## src/ccwa_pkg.sv

```systemverilog
// Shared types, constants and calendar functions for the calendar clock with alarm.
package ccwa_pkg;

    // Configuration port geometry and register indexes
    localparam int CFG_IDX_W  = 3;
    localparam int CFG_DATA_W = 8;

    localparam logic [CFG_IDX_W-1:0] CFG_ALARM_HOUR   = 3'd0;
    localparam logic [CFG_IDX_W-1:0] CFG_ALARM_MINUTE = 3'd1;
    localparam logic [CFG_IDX_W-1:0] CFG_ALARM_SECOND = 3'd2;
    localparam logic [CFG_IDX_W-1:0] CFG_TEMP_LIMIT   = 3'd3;
    localparam logic [CFG_IDX_W-1:0] CFG_HUMID_LIMIT  = 3'd4;

    // Counter limits
    localparam logic [5:0] SEC_MAX   = 6'd59;
    localparam logic [5:0] MIN_MAX   = 6'd59;
    localparam logic [4:0] HOUR_MAX  = 5'd23;
    localparam logic [4:0] HOUR_HALF = 5'd12;
    localparam logic [3:0] MONTH_MAX = 4'd12;

    // Reset date and time: 2021-11-17 10:00:00
    localparam logic [11:0] RST_YEAR   = 12'd2021;
    localparam logic [3:0]  RST_MONTH  = 4'd11;
    localparam logic [4:0]  RST_DAY    = 5'd17;
    localparam logic [4:0]  RST_HOUR   = 5'd10;
    localparam logic [5:0]  RST_MINUTE = 6'd0;
    localparam logic [5:0]  RST_SECOND = 6'd0;

    localparam logic [7:0]  RST_LIMIT  = 8'd255;

    // Reciprocal of 25 in 16 fractional bits; exact floor for every 12-bit year
    localparam logic [11:0] RECIP_25   = 12'd2622;

    typedef struct packed {
        logic        twelve_hour_mode;
        logic [7:0]  temperature;
        logic [7:0]  humidity_now;
    } t_in_word;

    typedef struct packed {
        logic [11:0] year_out;
        logic [3:0]  month_out;
        logic [4:0]  day_out;
        logic [4:0]  hour_out;
        logic [5:0]  minute_out;
        logic [5:0]  second_out;
        logic        pm_flag;
        logic        hour_chime;
        logic        alarm_hit;
        logic [1:0]  env_level;
    } t_out_word;

    typedef struct packed {
        logic [11:0] year;
        logic [3:0]  month;
        logic [4:0]  day;
        logic [4:0]  hour;
        logic [5:0]  minute;
        logic [5:0]  second;
    } t_time;

    typedef struct packed {
        logic [4:0]  alarm_hour;
        logic [5:0]  alarm_minute;
        logic [5:0]  alarm_second;
        logic [7:0]  temp_limit;
        logic [7:0]  humid_limit;
    } t_cfg;

    // Gregorian leap rule; year 0 counts as leap
    function automatic logic is_leap(input logic [11:0] year);
        logic [23:0] prod;
        logic [7:0]  quot;
        logic [11:0] rem;
        logic        div4;
        logic        div100;
        logic        div400;
        prod   = year * RECIP_25;
        quot   = prod[23:16];
        rem    = year - (12'(quot) * 12'd25);
        div4   = (year[1:0] == 2'd0);
        div100 = div4 && (rem == 12'd0);
        div400 = div100 && (year[3:0] == 4'd0);
        return div4 && (!div100 || div400);
    endfunction

    // Month length; out-of-range months fold onto the month of their low bits mod 12
    function automatic logic [4:0] days_in_month(input logic [3:0] month, input logic leap);
        logic [4:0] len;
        len = 5'd31;
        unique case (month)
            4'd2, 4'd14:              len = leap ? 5'd29 : 5'd28;
            4'd4, 4'd6, 4'd9, 4'd11:  len = 5'd30;
            default:                  len = 5'd31;
        endcase
        return len;
    endfunction

endpackage

```

## src/ccwa_time.sv

```systemverilog
// Next-state cascade for seconds, minutes, hours and the calendar date.
module ccwa_time (
    input  ccwa_pkg::t_time i_cur,
    output ccwa_pkg::t_time o_next,
    output logic            o_chime
);
    import ccwa_pkg::*;

    logic [4:0] days_now;

    assign days_now = days_in_month(i_cur.month, is_leap(i_cur.year));

    always_comb begin
        o_next  = i_cur;
        o_chime = 1'b0;
        if (i_cur.second < SEC_MAX) begin
            o_next.second = i_cur.second + 6'd1;
        end else begin
            o_next.second = 6'd0;
            if (i_cur.minute < MIN_MAX) begin
                o_next.minute = i_cur.minute + 6'd1;
            end else begin
                o_next.minute = 6'd0;
                o_chime       = 1'b1;
                if (i_cur.hour < HOUR_MAX) begin
                    o_next.hour = i_cur.hour + 5'd1;
                end else begin
                    o_next.hour = 5'd0;
                    if (i_cur.day < days_now) begin
                        o_next.day = i_cur.day + 5'd1;
                    end else begin
                        o_next.day = 5'd1;
                        if (i_cur.month < MONTH_MAX) begin
                            o_next.month = i_cur.month + 4'd1;
                        end else begin
                            o_next.month = 4'd1;
                            o_next.year  = i_cur.year + 12'd1;
                        end
                    end
                end
            end
        end
    end

endmodule

```

## src/ccwa_disp.sv

```systemverilog
// Display mapping, alarm match and environment level for one result word.
module ccwa_disp (
    input  ccwa_pkg::t_time     i_time,
    input  logic                i_chime,
    input  ccwa_pkg::t_in_word  i_in,
    input  ccwa_pkg::t_cfg      i_cfg,
    output ccwa_pkg::t_out_word o_word
);
    import ccwa_pkg::*;

    logic pm;
    logic temp_hit;
    logic humid_hit;

    assign pm        = (i_time.hour >= HOUR_HALF);
    assign temp_hit  = (i_in.temperature  >= i_cfg.temp_limit);
    assign humid_hit = (i_in.humidity_now >= i_cfg.humid_limit);

    always_comb begin
        o_word.year_out   = i_time.year;
        o_word.month_out  = i_time.month;
        o_word.day_out    = i_time.day;
        o_word.minute_out = i_time.minute;
        o_word.second_out = i_time.second;
        o_word.pm_flag    = pm;
        o_word.hour_chime = i_chime;
        // fold afternoon hours onto 0-11 in 12-hour form
        o_word.hour_out   = (i_in.twelve_hour_mode && pm) ? (i_time.hour - HOUR_HALF)
                                                          : i_time.hour;
        o_word.alarm_hit  = !i_in.twelve_hour_mode
                            && (i_time.hour   == i_cfg.alarm_hour)
                            && (i_time.minute == i_cfg.alarm_minute)
                            && (i_time.second == i_cfg.alarm_second);
        o_word.env_level  = {1'b0, temp_hit} + {1'b0, humid_hit};
    end

endmodule

```

## src/calendar_clock_with_alarm.sv

```systemverilog
// Calendar clock with alarm: top level with time state, alarm registers and result register.
// A result word appears in the cycle after its tick word is accepted.
// Throughput: one tick word per cycle while results are taken; the single cascade from
//   time register through the next-state and display logic to the result register sets this.
// A new word is taken while the previous result waits, as long as the result is taken too.
// Reset (synchronous, active low): 2021-11-17 10:00:00, alarm 00:00:00, limits 255, no result.
module calendar_clock_with_alarm (
    input  logic                                i_clk,
    input  logic                                i_rst_n,
    input  logic                                i_in_valid,
    output logic                                o_in_ready,
    input  ccwa_pkg::t_in_word                  i_in_word,
    output logic                                o_out_valid,
    input  logic                                i_out_ready,
    output ccwa_pkg::t_out_word                 o_out_word,
    input  logic                                i_cfg_valid,
    output logic                                o_cfg_ready,
    input  logic [ccwa_pkg::CFG_IDX_W-1:0]      i_cfg_index,
    input  logic [ccwa_pkg::CFG_DATA_W-1:0]     i_cfg_data
);
    import ccwa_pkg::*;

    t_time     r_time;
    t_time     n_time;
    t_cfg      r_cfg;
    t_out_word r_out;
    t_out_word n_out;
    logic      r_out_valid;
    logic      chime;
    logic      in_take;

    // Accept a new tick whenever the result register is empty or being drained
    assign o_in_ready  = !r_out_valid || i_out_ready;
    assign in_take     = i_in_valid && o_in_ready;
    assign o_cfg_ready = 1'b1;
    assign o_out_valid = r_out_valid;
    assign o_out_word  = r_out;

    // Advance the time by one second
    ccwa_time u_time (
        .i_cur   (r_time),
        .o_next  (n_time),
        .o_chime (chime)
    );

    // Build the result word from the advanced time
    ccwa_disp u_disp (
        .i_time  (n_time),
        .i_chime (chime),
        .i_in    (i_in_word),
        .i_cfg   (r_cfg),
        .o_word  (n_out)
    );

    // Alarm and limit registers; drop writes to unknown indexes
    always_ff @(posedge i_clk) begin
        if (!i_rst_n) begin
            r_cfg.alarm_hour   <= 5'd0;
            r_cfg.alarm_minute <= 6'd0;
            r_cfg.alarm_second <= 6'd0;
            r_cfg.temp_limit   <= RST_LIMIT;
            r_cfg.humid_limit  <= RST_LIMIT;
        end else if (i_cfg_valid) begin
            unique case (i_cfg_index)
                CFG_ALARM_HOUR:   r_cfg.alarm_hour   <= i_cfg_data[4:0];
                CFG_ALARM_MINUTE: r_cfg.alarm_minute <= i_cfg_data[5:0];
                CFG_ALARM_SECOND: r_cfg.alarm_second <= i_cfg_data[5:0];
                CFG_TEMP_LIMIT:   r_cfg.temp_limit   <= i_cfg_data;
                CFG_HUMID_LIMIT:  r_cfg.humid_limit  <= i_cfg_data;
                default: ;
            endcase
        end
    end

    // Time of day and date; advance once per accepted tick
    always_ff @(posedge i_clk) begin
        if (!i_rst_n) begin
            r_time.year   <= RST_YEAR;
            r_time.month  <= RST_MONTH;
            r_time.day    <= RST_DAY;
            r_time.hour   <= RST_HOUR;
            r_time.minute <= RST_MINUTE;
            r_time.second <= RST_SECOND;
        end else if (in_take) begin
            r_time <= n_time;
        end
    end

    // Result register valid flag: set on a tick, clear when the word is taken
    always_ff @(posedge i_clk) begin
        if (!i_rst_n) begin
            r_out_valid <= 1'b0;
        end else if (in_take) begin
            r_out_valid <= 1'b1;
        end else if (i_out_ready) begin
            r_out_valid <= 1'b0;
        end
    end

    // Result payload; hold while stalled
    always_ff @(posedge i_clk) begin
        if (in_take) begin
            r_out <= n_out;
        end
    end

endmodule

```

## config.mk

```make
export PLATFORM = sky130hd
export DESIGN_NAME = calendar_clock_with_alarm
export DESIGN_NICKNAME = d
export VERILOG_FILES = /design/src/ccwa_pkg.sv /design/src/ccwa_time.sv /design/src/ccwa_disp.sv /design/src/calendar_clock_with_alarm.sv
export SDC_FILE = /design/constraint.sdc
export NUM_CORES = 1
export LEC_CHECK = 0
export ABC_CLOCK_PERIOD_IN_PS = 27600
export BUFFER_PORTS_ARGS = -buffer_cell sky130_fd_sc_hd__buf_4
export CORE_AREA = 2 2 158 160
export DETAILED_ROUTE_END_ITERATION = 6
export DIE_AREA = 0 0 160 162
export PLACE_DENSITY = 0.68
export SLEW_MARGIN = 40
export SYNTH_ARGS = -nofsm -noshare
export SYNTH_HDL_FRONTEND = slang
export SYNTH_SLANG_ARGS = --single-unit
export TNS_END_PERCENT = 100
```

## constraint.sdc

```tcl
create_clock -name i_clk -period 27.6 [get_ports i_clk]
set_input_delay 2.76 -clock i_clk [delete_from_list [all_inputs] [get_ports i_clk]]
set_output_delay 2.76 -clock i_clk [all_outputs]
set_load 0.02 [all_outputs]
```

After elaboration in Yosys (flattened, before gate mapping)
Cells that the tools add are included.

Register bits: 115. Output and inout bits: 46.

Add/subtract/negate cells: 9. Multipliers: 2. Magnitude comparators: 8. Equal/unequal tests: 13. Multiplexer cells: 16. Reduce and logical (&&, ||, !) cells: 25.

Operator list (count): 32-bit 2-to-1 mux (1); 26-bit 2-to-1 mux (1); 12-bit by 11-bit multiplier with 23-bit output (second input constant) (1); 21-bit 2-to-1 mux (1); 8-bit >= comparator (2); 16-bit 2-to-1 mux (1); 5-bit 2-to-1 mux (3); 12-bit by 1-bit adder with 12-bit output (second input constant) (1); 6-bit by 1-bit adder with 6-bit output (second input constant) (2); 4-bit equality test (second input constant) (3); 6-bit equality test (2); 12-bit logical NOT (1); 6-bit less-than comparator (second input constant) (2); 8-bit by 5-bit multiplier with 12-bit output (second input constant) (1); 12-bit 2-to-1 mux (1); 6-bit 2-to-1 mux (2); 12-bit subtractor (1); 5-bit by 1-bit adder with 5-bit output (second input constant) (2); 5-bit one-hot mux with 2 select lines (1); 2-bit AND reduction (5); 4-bit by 3-bit equality test with 1-bit output (second input constant) (2); 1-bit logical AND (8); 3-bit by 2-bit equality test with 1-bit output (second input constant) (2); 5-bit equality test (1); other kinds (20) (26).

Longest topological paths before layout
Gate-level depths: netlist (run 1).

Depth after elaboration: 19. Gate-level depth with buffers: 39.

Modules after synthesis
Synthesis (run 1) repeated with hierarchy kept, for this count alone.

Cells, all modules: 1063. Area, all modules: 9978.3 um2.

Modules (own cells, without submodules): ccwa_time (times used 1, cells an instance 597, area each 4971.0 um2); calendar_clock_with_alarm (times used 1, cells an instance 346, area each 4072.7 um2); ccwa_disp (times used 1, cells an instance 120, area each 934.6 um2).

Least setup slack after synthesis (run 1)
OpenSTA, ideal clock, no wires.

Kind: register to register. Start point: register r_time[35] (netlist name). End point: register r_out, in the netlist o_out_word[32] (data pin). Arrival: 9.026 ns. Slack: 18.314 ns. Stages on the path, launching flop included: 35. Period minus slack after synthesis: 9.286 ns. Cells stage by stage: dfxtp_1 fa_1 ha_1 inv_1 fa_1 inv_1 fa_1 inv_1 fa_1 inv_1 ha_1 a211oi_2 nor2_1 nor4_4 nand2_1 a21oi_1 o21bai_1 nand4_1 nand4b_1 a21oi_1 xnor2_1 ha_1 fa_1 fa_1 inv_1 ha_1 a2111oi_0 a2111oi_0 a311oi_1 o2111ai_1 a221oi_2 a31oi_2 buf_2 nor3_1 mux2_2.

RTL lines: start, declared (line calendar_clock_with_alarm.sv:23) `t_time r_time;`; start signal, assigned (line calendar_clock_with_alarm.sv:85) `r_time <= n_time;`; end signal, assigned (line calendar_clock_with_alarm.sv:103) `r_out <= n_out;`; end, declared (line calendar_clock_with_alarm.sv:26) `t_out_word r_out;`.

==> results of run 1 <==
cells in the mapped netlist (all sizes together) (20+ instances only):
cell | number | area [um^2]
inv | 171 | 642
fa | 54 | 1080
nor3 | 29 | 160
clkbuf | 24 | 90.1
mux2i | 20 | 200
ha | 147 | 1840
nand2 | 68 | 255
a21oi | 39 | 199
nor2 | 69 | 259
xnor2 | 39 | 342
dfxtp | 72 | 1440
o21ai | 26 | 130
edfxtp | 43 | 1290
nand3 | 24 | 125
sequential cells by signal (all words and copies together), names as in the netlist:
name and cells:
r_cfg 33, o_out_valid 1, r_time 38, o_out_word 43
kinds of logic after synthesis:
| group | count (synthesis) |
|---|---|
| xor+xnor | 58 |
| buf+inv | 207 |
| other cells | 1 |
| flops | 115 |
| fa+ha+maj | 201 |
| simple gates | 264 |
| mux | 27 |
| compound gates | 151 |
placed cells by master (no fill, tap or decap), drive strengths merged, types with 3 or more instances in the layout:
| master | netlist | final |
|---|---|---|
| o21a | 5 | 5 |
| xnor2 | 39 | 39 |
| o31ai | 13 | 13 |
| nand3 | 24 | 24 |
| o211ai | 19 | 19 |
| and2 | 6 | 6 |
| nand2 | 68 | 68 |
| nand4b | 3 | 3 |
| buf | 11 | 81 |
| clkinv | 1 | 5 |
| o31a | 4 | 4 |
| edfxtp | 43 | 43 |
| fa | 54 | 54 |
| nor4 | 13 | 13 |
| or4 | 7 | 7 |
| ha | 147 | 147 |
| and3 | 3 | 3 |
| dfxtp | 72 | 72 |
| a31oi | 8 | 8 |
| mux2i | 20 | 20 |
| a211oi | 6 | 6 |
| nand2b | 12 | 12 |
| nor2b | 8 | 8 |
| inv | 171 | 172 |
| a21o | 6 | 6 |
| xor2 | 19 | 19 |
| or2 | 3 | 3 |
| mux2 | 7 | 7 |
| o21ai | 26 | 26 |
| nor3 | 29 | 29 |
| nor2 | 69 | 69 |
| clkbuf | 24 | 23 |
| nand4 | 12 | 12 |
| a21oi | 39 | 39 |
metrics by stage:
stage                     area, um^2  hold WS, ns  utilization
after floorplan                 9590        0.454            -
after global placement         10400        0.470        0.433
after detailed placement       10500        0.480        0.434
after CTS                      11000        0.488        0.458
after global routing           11000        0.524        0.458
final                          11000        0.488        0.458
cell type report:
class | instances | share of cell area
multi-input cells | 702 | 0.549
inverters | 172 | 0.0584
clock buffers | 23 | 0.0443
flip-flops and latches | 115 | 0.247
well taps | 324 | 0.0367
clock inverters | 9 | 0.00929
repair buffers | 81 | 0.0554
where the power goes:
| part | internal, mW | switching [mW] |
|---|---|---|
| Sequential | 0.183 | 0.00343 |
| Clock | 0.142 | 0.0775 |
| Combinational | 0.0145 | 0.0209 |
layer usage:
| metal | global-route usage | wire length (um) | vias to the layer above |
|---|---|---|---|
| met2 | 0.290 | 10500 | 154 |
| li1 | - | - | 3609 |
| met1 | 0.221 | 9960 | 3419 |
| met3 | 0.0332 | 932 | 31 |
| met4 | 0.0524 | 393 | 0 |
| met5 | 0 | 0 | - |
critical path, delay by kind of cell (launching register included):
family | cells | cell delay [ns]
xor+xnor | 1 | 0.19
simple gates | 6 | 1.18
buf+inv | 6 | 0.49
flops | 1 | 0.61
mux | 1 | 0.39
compound gates | 10 | 2.76
fa+ha+maj | 10 | 4.31
final timing paths:
kind / end / slack, ns / cells past startpoint
hold / removal: r_time[1] / 0.49 / 2
setup / recovery: o_out_word[28] / 17.37 / 34
setup reg to reg: o_out_word[28] / 17.37 / 34
hold reg to reg: r_time[1] / 0.49 / 2
==> impl_metrics.env, run 1 <==
export IMPL_status="complete, no violations"
export IMPL_grtUsageTotal=0.171
export IMPL_antenna_found_initial=0
export IMPL_syn_num_nets=1258
export IMPL_peakVddDrop_uv=46.4
export IMPL_fin_crit_sh=0.371
export IMPL_overflow=0
export IMPL_route_detailed_drc=0
export IMPL_row_count=57
export IMPL_ys_ff_latch=115
export IMPL_regToRegStartpoint="r_time[35]"
export IMPL_place_gp_congestion=0.846
export IMPL_path_class="flip-flop to flip-flop"
export IMPL_p_leak_nw=5.03
export IMPL_min_from="r_time[1]"
export IMPL_cts_root_buffer="clkbuf_16"
export IMPL_clk_insertion_delay_late_ns=0.42
export IMPL_coreArea_mm2=0.0241
export IMPL_final_nets=1323
export IMPL_synth_cells=1024
export IMPL_dp_cells=1394
export IMPL_drtIter0Drc=344
export IMPL_io_buffer_count=77
export IMPL_worst_slew_pin_slew_ns=0.783
export IMPL_die_y_um=162
export IMPL_startpoint="r_time[35]"
export IMPL_dp_hpwl_mm=16.8
export IMPL_ctsHoldBuffers=0
export IMPL_finalHoldViolations=0
export IMPL_synth_area_mm2=0.00959
export IMPL_yosys_warnings=0
export IMPL_clk_path_buf_depth=2
export IMPL_cpMaxStageDelayCell="dfxtp_1"
export IMPL_timing_fmax_mhz=97.7
export IMPL_ys_types=72
export IMPL_synth_top_family_by_area="adder cells"
export IMPL_drive_gt1_frac=0.124
export IMPL_areaGrowthSynthToFinish_pct=15.3
export IMPL_grt_max_degree=68
export IMPL_cp_required_ns=27.76
export IMPL_synthAdderAreaFrac=0.305
export IMPL_cpMostUsedCell="fa_1"
export IMPL_avgSynthCellArea_um2=9.36
export IMPL_synth_simple_area_share=0.138
export IMPL_antenna_cells=0
export IMPL_avgViaCountPerCell=5.06
export IMPL_synth_ff_type="dfxtp_1"
export IMPL_slowest_delay_ns=0.61
export IMPL_antenna_left=0
export IMPL_cts_tree="done"
export IMPL_finClkSkew_ns=0.00770
export IMPL_numCtsBuffers=17
export IMPL_final_max_slew_viol_count=0
export IMPL_dp_slack_ns=17.40
export IMPL_grt_pass1_vias=7203
export IMPL_min_period_ns=10.23
export IMPL_wl_mm=21.8
export IMPL_max_slew_margin_rel=0.477
export IMPL_final_cells=1426
export IMPL_tns_ns=0
export IMPL_multi_input_area_mm2=0.00606
export IMPL_ys_async_sr_fraction=0
export IMPL_fillers=2336
export IMPL_h_tree_depth=4
export IMPL_worstPathArrival_ns=10.39
export IMPL_seq_area_frac_synth=0.285
export IMPL_crit_path_max_fanout=39
export IMPL_synth_edf_count=43
export IMPL_synth_mux_area_frac=0.0291
export IMPL_grt_pass1_wl_mm=35.7
export IMPL_io_pins=79
export IMPL_seq_area_mm2=0.00273
export IMPL_cellPowerDensity_mw_per_mm2=39.9
export IMPL_die_area_mm2=0.0259
export IMPL_rsz0062_at_grt="no"
export IMPL_maxCapViolations=0
export IMPL_p_total_mw=0.441
export IMPL_cts_sinks=115
export IMPL_post_cts_buffers=0
export IMPL_path_clk_slew_ns=0.06
export IMPL_synth_compound_area_frac=0.106
export IMPL_wl_per_cell_um=15.3
export IMPL_cts_resized_gates=0
export IMPL_dr_pass1_iters=5
export IMPL_synth_xor_area_frac=0.0530
export IMPL_layout_setup_ws_ns=17.37
export IMPL_finalSetupViolations=0
export IMPL_startpoint_type="flip-flop"
export IMPL_hold_class="flip-flop to flip-flop"
export IMPL_vias=7213
export IMPL_start_util=0.398
export IMPL_fp_dieW_um=160
export IMPL_end_kind="flip-flop"
Power figures use the tool's default switching activity.
==> inputs of run 2 (changes only) <==
Settings changed: ABC_CLOCK_PERIOD_IN_PS 27600 to 9200, PLACE_DENSITY 0.68 to 0.7.
Clock period 27.6 ns to 9.2 ns, I/O delays scaled along.
==> impl_metrics.env, run 2 (same netlist as run 1, synthesis figures left out) <==
export IMPL_status="complete, no violations"
export IMPL_startpoint_type="flip-flop"
export IMPL_cellPowerDensity_mw_per_mm2=110
export IMPL_intPower_mw=0.991
export IMPL_cts_sinks=115
export IMPL_regToRegStartpoint="r_time[35]"
export IMPL_fp_dieW_um=160
export IMPL_peakVddDrop_uv=131
export IMPL_final_nets=1407
export IMPL_p_total_mw=1.33
export IMPL_p_leak_nw=5.56
export IMPL_min_from="r_time[1]"
export IMPL_io_buffer_count=77
export IMPL_fin_crit_sh=0.966
export IMPL_overflow=0
export IMPL_avgViaCountPerCell=5.12
export IMPL_numCtsBuffers=17
export IMPL_cpMostUsedCell="inv_1"
export IMPL_coreArea_mm2=0.0241
export IMPL_max_slew_margin_rel=0.438
export IMPL_seqPwrFrac=0.417
export IMPL_route_detailed_drc=0
export IMPL_antenna_cells=0
export IMPL_cp_required_ns=9.55
export IMPL_worstPathArrival_ns=9.24
export IMPL_layout_common_cells="inv_1, buf_4, ha_1, nor2_1, nand2_1"
export IMPL_wl_mm=23.7
export IMPL_design_area_mm2=0.0121
export IMPL_end_kind="flip-flop"
export IMPL_power_frac_clock=0.503
export IMPL_path_clk_slew_ns=0.07
export IMPL_start_util=0.398
export IMPL_cts_tree="done"
export IMPL_p_switching_mw=0.343
export IMPL_startpoint="r_time[35]"
export IMPL_grt_max_degree=68
export IMPL_drive_gt1_frac=0.234
export IMPL_die_y_um=162
export IMPL_antenna_left=0
export IMPL_fillers=2207
export IMPL_layout_commonest_cell="inv_1"
export IMPL_crit_path_max_fanout=7
export IMPL_drtIter0Drc=419
export IMPL_finClkSkew_ns=0.0103
export IMPL_h_tree_depth=4
export IMPL_pwr_share_comb=0.080
export IMPL_utilization=0.503
export IMPL_place_gp_congestion=0.864
export IMPL_path_class="flip-flop to flip-flop"
export IMPL_wl_per_cell_um=15.7
export IMPL_largest_register_ffs=43
export IMPL_min_period_ns=8.89
export IMPL_dr_pass1_iters=5
export IMPL_dpl_cell_area_mm2=0.0110
export IMPL_die_area_mm2=0.0259
export IMPL_grt_pass1_vias=7685
export IMPL_worst_slew_pin_slew_ns=0.841
export IMPL_dp_hpwl_mm=17.6
export IMPL_io_pins=79
export IMPL_antenna_found_initial=0
export IMPL_timing_fmax_mhz=113
export IMPL_vias=7726
export IMPL_finalSetupViolations=0
export IMPL_final_max_slew_viol_count=0
export IMPL_clk_path_buf_depth=2
export IMPL_clk_insertion_delay_late_ns=0.42
export IMPL_areaGrowthSynthToFinish_pct=26.4
export IMPL_ctsHoldBuffers=0
export IMPL_cpMaxStageDelayCell="fa_1"
export IMPL_grt_pass1_wl_mm=37.4
export IMPL_maxCapViolations=0
export IMPL_slowest_delay_ns=0.53
export IMPL_row_count=57
export IMPL_hold_class="flip-flop to flip-flop"
export IMPL_finalHoldViolations=0
export IMPL_cts_root_buffer="clkbuf_16"
export IMPL_p_sw_frac=0.257
export IMPL_grtUsageTotal=0.178
==> run 2: changes by cell type in the layout (fill, tap and decap cells not counted), sizes merged <==
cell / before / now
buf: 81 / 163
inv: 172 / 177
clkbuf: 23 / 20
clkinv: 5 / 4
clkinvlp: 2 / 3
==> run 2: cell type report <==
class                   instances  area (um^2)  area share
flip-flops and latches        115         2750       0.227
clock buffers                  18          429      0.0354
repair buffers                165         1300       0.107
clock inverters                14          153      0.0126
inverters                     172          646      0.0533
well taps                     324          405      0.0335
multi-input cells             702         6430       0.531
==> run 2: worst paths after layout <==
path | to | slack (ns) | depth (start not counted)
max reg2reg | r_time[37] | 0.31 | 41
min reg2reg | r_time[1] | 0.48 | 2
min | r_time[1] | 0.48 | 2
max | r_time[37] | 0.31 | 41
==> run 2: timing repair <==
action / in CTS / in global routing
endpoints found under the setup margin: 29 / 42
resized for setup: 9 / 68
gates cloned: 0 / 3
pin swaps: 10 / 42
buffers inserted: 3 / 7
==> run 2: per-stage QoR <==
step | hold WS (ns) | std cells | TNS, ns | setup WS (ns)
finish | 0.484 | 1510 | 0 | 0.314
global route | 0.514 | 1510 | -0.971 | -0.0756
CTS | 0.481 | 1500 | 0 | 0.00249
detailed placement | 0.473 | 1465 | -1.96 | -0.198
global placement | 0.465 | 1465 | -0.00858 | -0.00572
floorplan | 0.454 | 1024 | 0 | 0.0329
==> run 2: worst max-delay path: cells and delay by family, from the launching register on <==
| family | cells | cell delay (ns) |
|---|---|---|
| XOR/XNOR | 1 | 0.11 |
| AO/OA/AOI/OAI | 11 | 1.96 |
| buffers and inverters | 13 | 1.34 |
| AND/OR/NAND/NOR | 6 | 1.17 |
| flip-flops | 1 | 0.37 |
| adder cells (fa/ha/maj) | 10 | 3.86 |
==> run 2: metal layers <==
layer / part of all wire / vias to the layer above / GRT usage
met1: 0.45 / 3754 / 0.222
li1: - / 3774 / -
met2: 0.50 / 161 / 0.319
met4: 0.022 / 0 / 0.0524
met5: 0 / - / 0
met3: 0.032 / 37 / 0.0283
==> run 2: power groups by stage <==
stage               clock network, mW  logic (mW)  registers, mW
floorplan                           0      0.0522          0.579
global placement                    0       0.105          0.568
detailed placement                  0       0.107          0.568
CTS                             0.681       0.107          0.558
global route                    0.702       0.118          0.558
finish                          0.672       0.107          0.556
==> inputs of run 3 (changes only) <==
Settings changed: ABC_CLOCK_PERIOD_IN_PS 9200 to 9700, PLACE_DENSITY 0.7 to 0.68.
Clock period 9.2 ns to 9.7 ns, I/O delays scaled along.
==> impl_metrics.env, run 3 (same netlist as run 1, synthesis figures left out) <==
export IMPL_status="complete, no violations"
export IMPL_peakVddDrop_uv=109
export IMPL_antenna_found_initial=0
export IMPL_overflow=0
export IMPL_ctsHoldBuffers=0
export IMPL_end_kind="flip-flop"
export IMPL_h_tree_depth=4
export IMPL_design_area_mm2=0.0114
export IMPL_final_nets=1356
export IMPL_antenna_left=0
export IMPL_layout_commonest_cell="inv_1"
export IMPL_dp_hpwl_mm=17.2
export IMPL_cpMaxStageDelayCell="fa_1"
export IMPL_dpl_cell_area_mm2=0.0107
export IMPL_fin_crit_sh=0.962
export IMPL_finalSetupViolations=0
export IMPL_wl_mm=22.7
export IMPL_crit_path_max_fanout=19
export IMPL_cp_required_ns=10.01
export IMPL_finClkSkew_ns=0.0123
export IMPL_cts_sinks=115
export IMPL_io_pins=79
export IMPL_slowest_delay_ns=0.54
export IMPL_start_util=0.398
export IMPL_avgViaCountPerCell=5.03
export IMPL_finalHoldViolations=0
export IMPL_utilization=0.475
export IMPL_place_gp_congestion=0.856
export IMPL_vias=7346
export IMPL_coreArea_mm2=0.0241
export IMPL_worstPathArrival_ns=9.63
export IMPL_io_buffer_count=77
export IMPL_grt_pass1_vias=7325
export IMPL_route_detailed_drc=0
export IMPL_die_y_um=162
export IMPL_row_count=57
export IMPL_grt_max_degree=68
export IMPL_drive_gt1_frac=0.170
export IMPL_p_leak_nw=5.20
export IMPL_grtUsageTotal=0.177
export IMPL_hold_class="flip-flop to flip-flop"
export IMPL_cts_tree="done"
export IMPL_cellPowerDensity_mw_per_mm2=110
export IMPL_areaGrowthSynthToFinish_pct=19.4
export IMPL_max_slew_margin_rel=0.483
export IMPL_fillers=2259
export IMPL_antenna_cells=0
export IMPL_clk_path_buf_depth=2
export IMPL_maxCapViolations=0
export IMPL_startpoint_type="flip-flop"
export IMPL_drtIter0Drc=437
export IMPL_dr_pass1_iters=5
export IMPL_numCtsBuffers=17
export IMPL_fp_dieW_um=160
export IMPL_cts_root_buffer="clkbuf_16"
export IMPL_largest_register_ffs=43
export IMPL_die_area_mm2=0.0259
export IMPL_worst_slew_pin_slew_ns=0.773
export IMPL_timing_fmax_mhz=107
export IMPL_layout_common_cells="inv_1, ha_1, buf_4, dfxtp_1, nor2_1"
export IMPL_path_clk_slew_ns=0.06
export IMPL_path_class="flip-flop to flip-flop"
export IMPL_clk_insertion_delay_late_ns=0.43
export IMPL_cpMostUsedCell="fa_1"
export IMPL_grt_pass1_wl_mm=36.8
export IMPL_wl_per_cell_um=15.6
export IMPL_min_period_ns=9.33
export IMPL_final_max_slew_viol_count=0
run 3: cell types whose count changed in the layout (fill, tap and decap cells not counted), moves of 4 or more:
cell / change
a21oi_2: -5
ha_4: -8
buf_4: -46
inv_2: -4
a21oi_1: +4
ha_1: +8
dfxtp_4: -5
dfxtp_1: +6
run 3: power breakdown:
group / internal [mW] / switching [mW]
sequential: 0.519 / 0.00976
clock: 0.380 / 0.246
combinational: 0.0413 / 0.0597
run 3: worst max-delay path, delay by kind of cell, from the launching register on:
| family | cells | cell delay (ns) |
|---|---|---|
| buffers and inverters | 7 | 0.62 |
| xor gates and xnor gates | 2 | 0.34 |
| muxes | 1 | 0.37 |
| DFF | 1 | 0.33 |
| AOI/OAI and AO/OA | 10 | 2.07 |
| and+or+nand+nor | 7 | 1.35 |
| adders and majority gates | 10 | 4.12 |
run 3: worst paths after layout:
kind         slack, ns        from  depth (start not counted)          to
max               0.37  r_time[35]                         37  r_time[33]
min               0.49  r_time[11]                          2  r_time[11]
max reg2reg       0.37  r_time[35]                         37  r_time[33]
min reg2reg       0.49  r_time[11]                          2  r_time[11]
run 3: cell type report:
class / instances / area (um^2) / share of cell area
flip-flops and latches: 115 / 2730 / 0.239
clock buffers: 18 / 429 / 0.0375
well taps: 324 / 405 / 0.0354
repair buffers: 114 / 890 / 0.0777
inverters: 172 / 649 / 0.0567
clock inverters: 14 / 153 / 0.0133
multi-input cells: 702 / 6180 / 0.540
run 3: stage by stage:
| stage | setup slack [ns] | TNS, ns | total power [mW] | cells | hold slack, ns |
|---|---|---|---|---|---|
| finish | 0.372 | 0 | 1.26 | 1459 | 0.490 |
| floorplan | 0.414 | 0 | 0.599 | 1024 | 0.454 |
| CTS | 0.0874 | 0 | 1.26 | 1454 | 0.490 |
| global placement | 0.329 | 0 | 0.638 | 1422 | 0.463 |
| detailed placement | 0.149 | 0 | 0.640 | 1422 | 0.477 |
| global route | -0.0818 | -0.540 | 1.29 | 1459 | 0.503 |
run 3: repair_timing:
action,4_1_cts,5_1_grt
setup endpoints to repair,0,42
setup buffers,0,4
resized for setup,0,27
run 3: per-layer routing:
metal  up-vias  part of all wire  routed length [um]  GRT usage
li1       3684                 -                   -          -
met1      3473              0.45               10200      0.228
met2       154              0.49               11100      0.306
met3        35             0.039                 890     0.0250
met4         0             0.020                 464     0.0606
met5         -                 0                   0          0
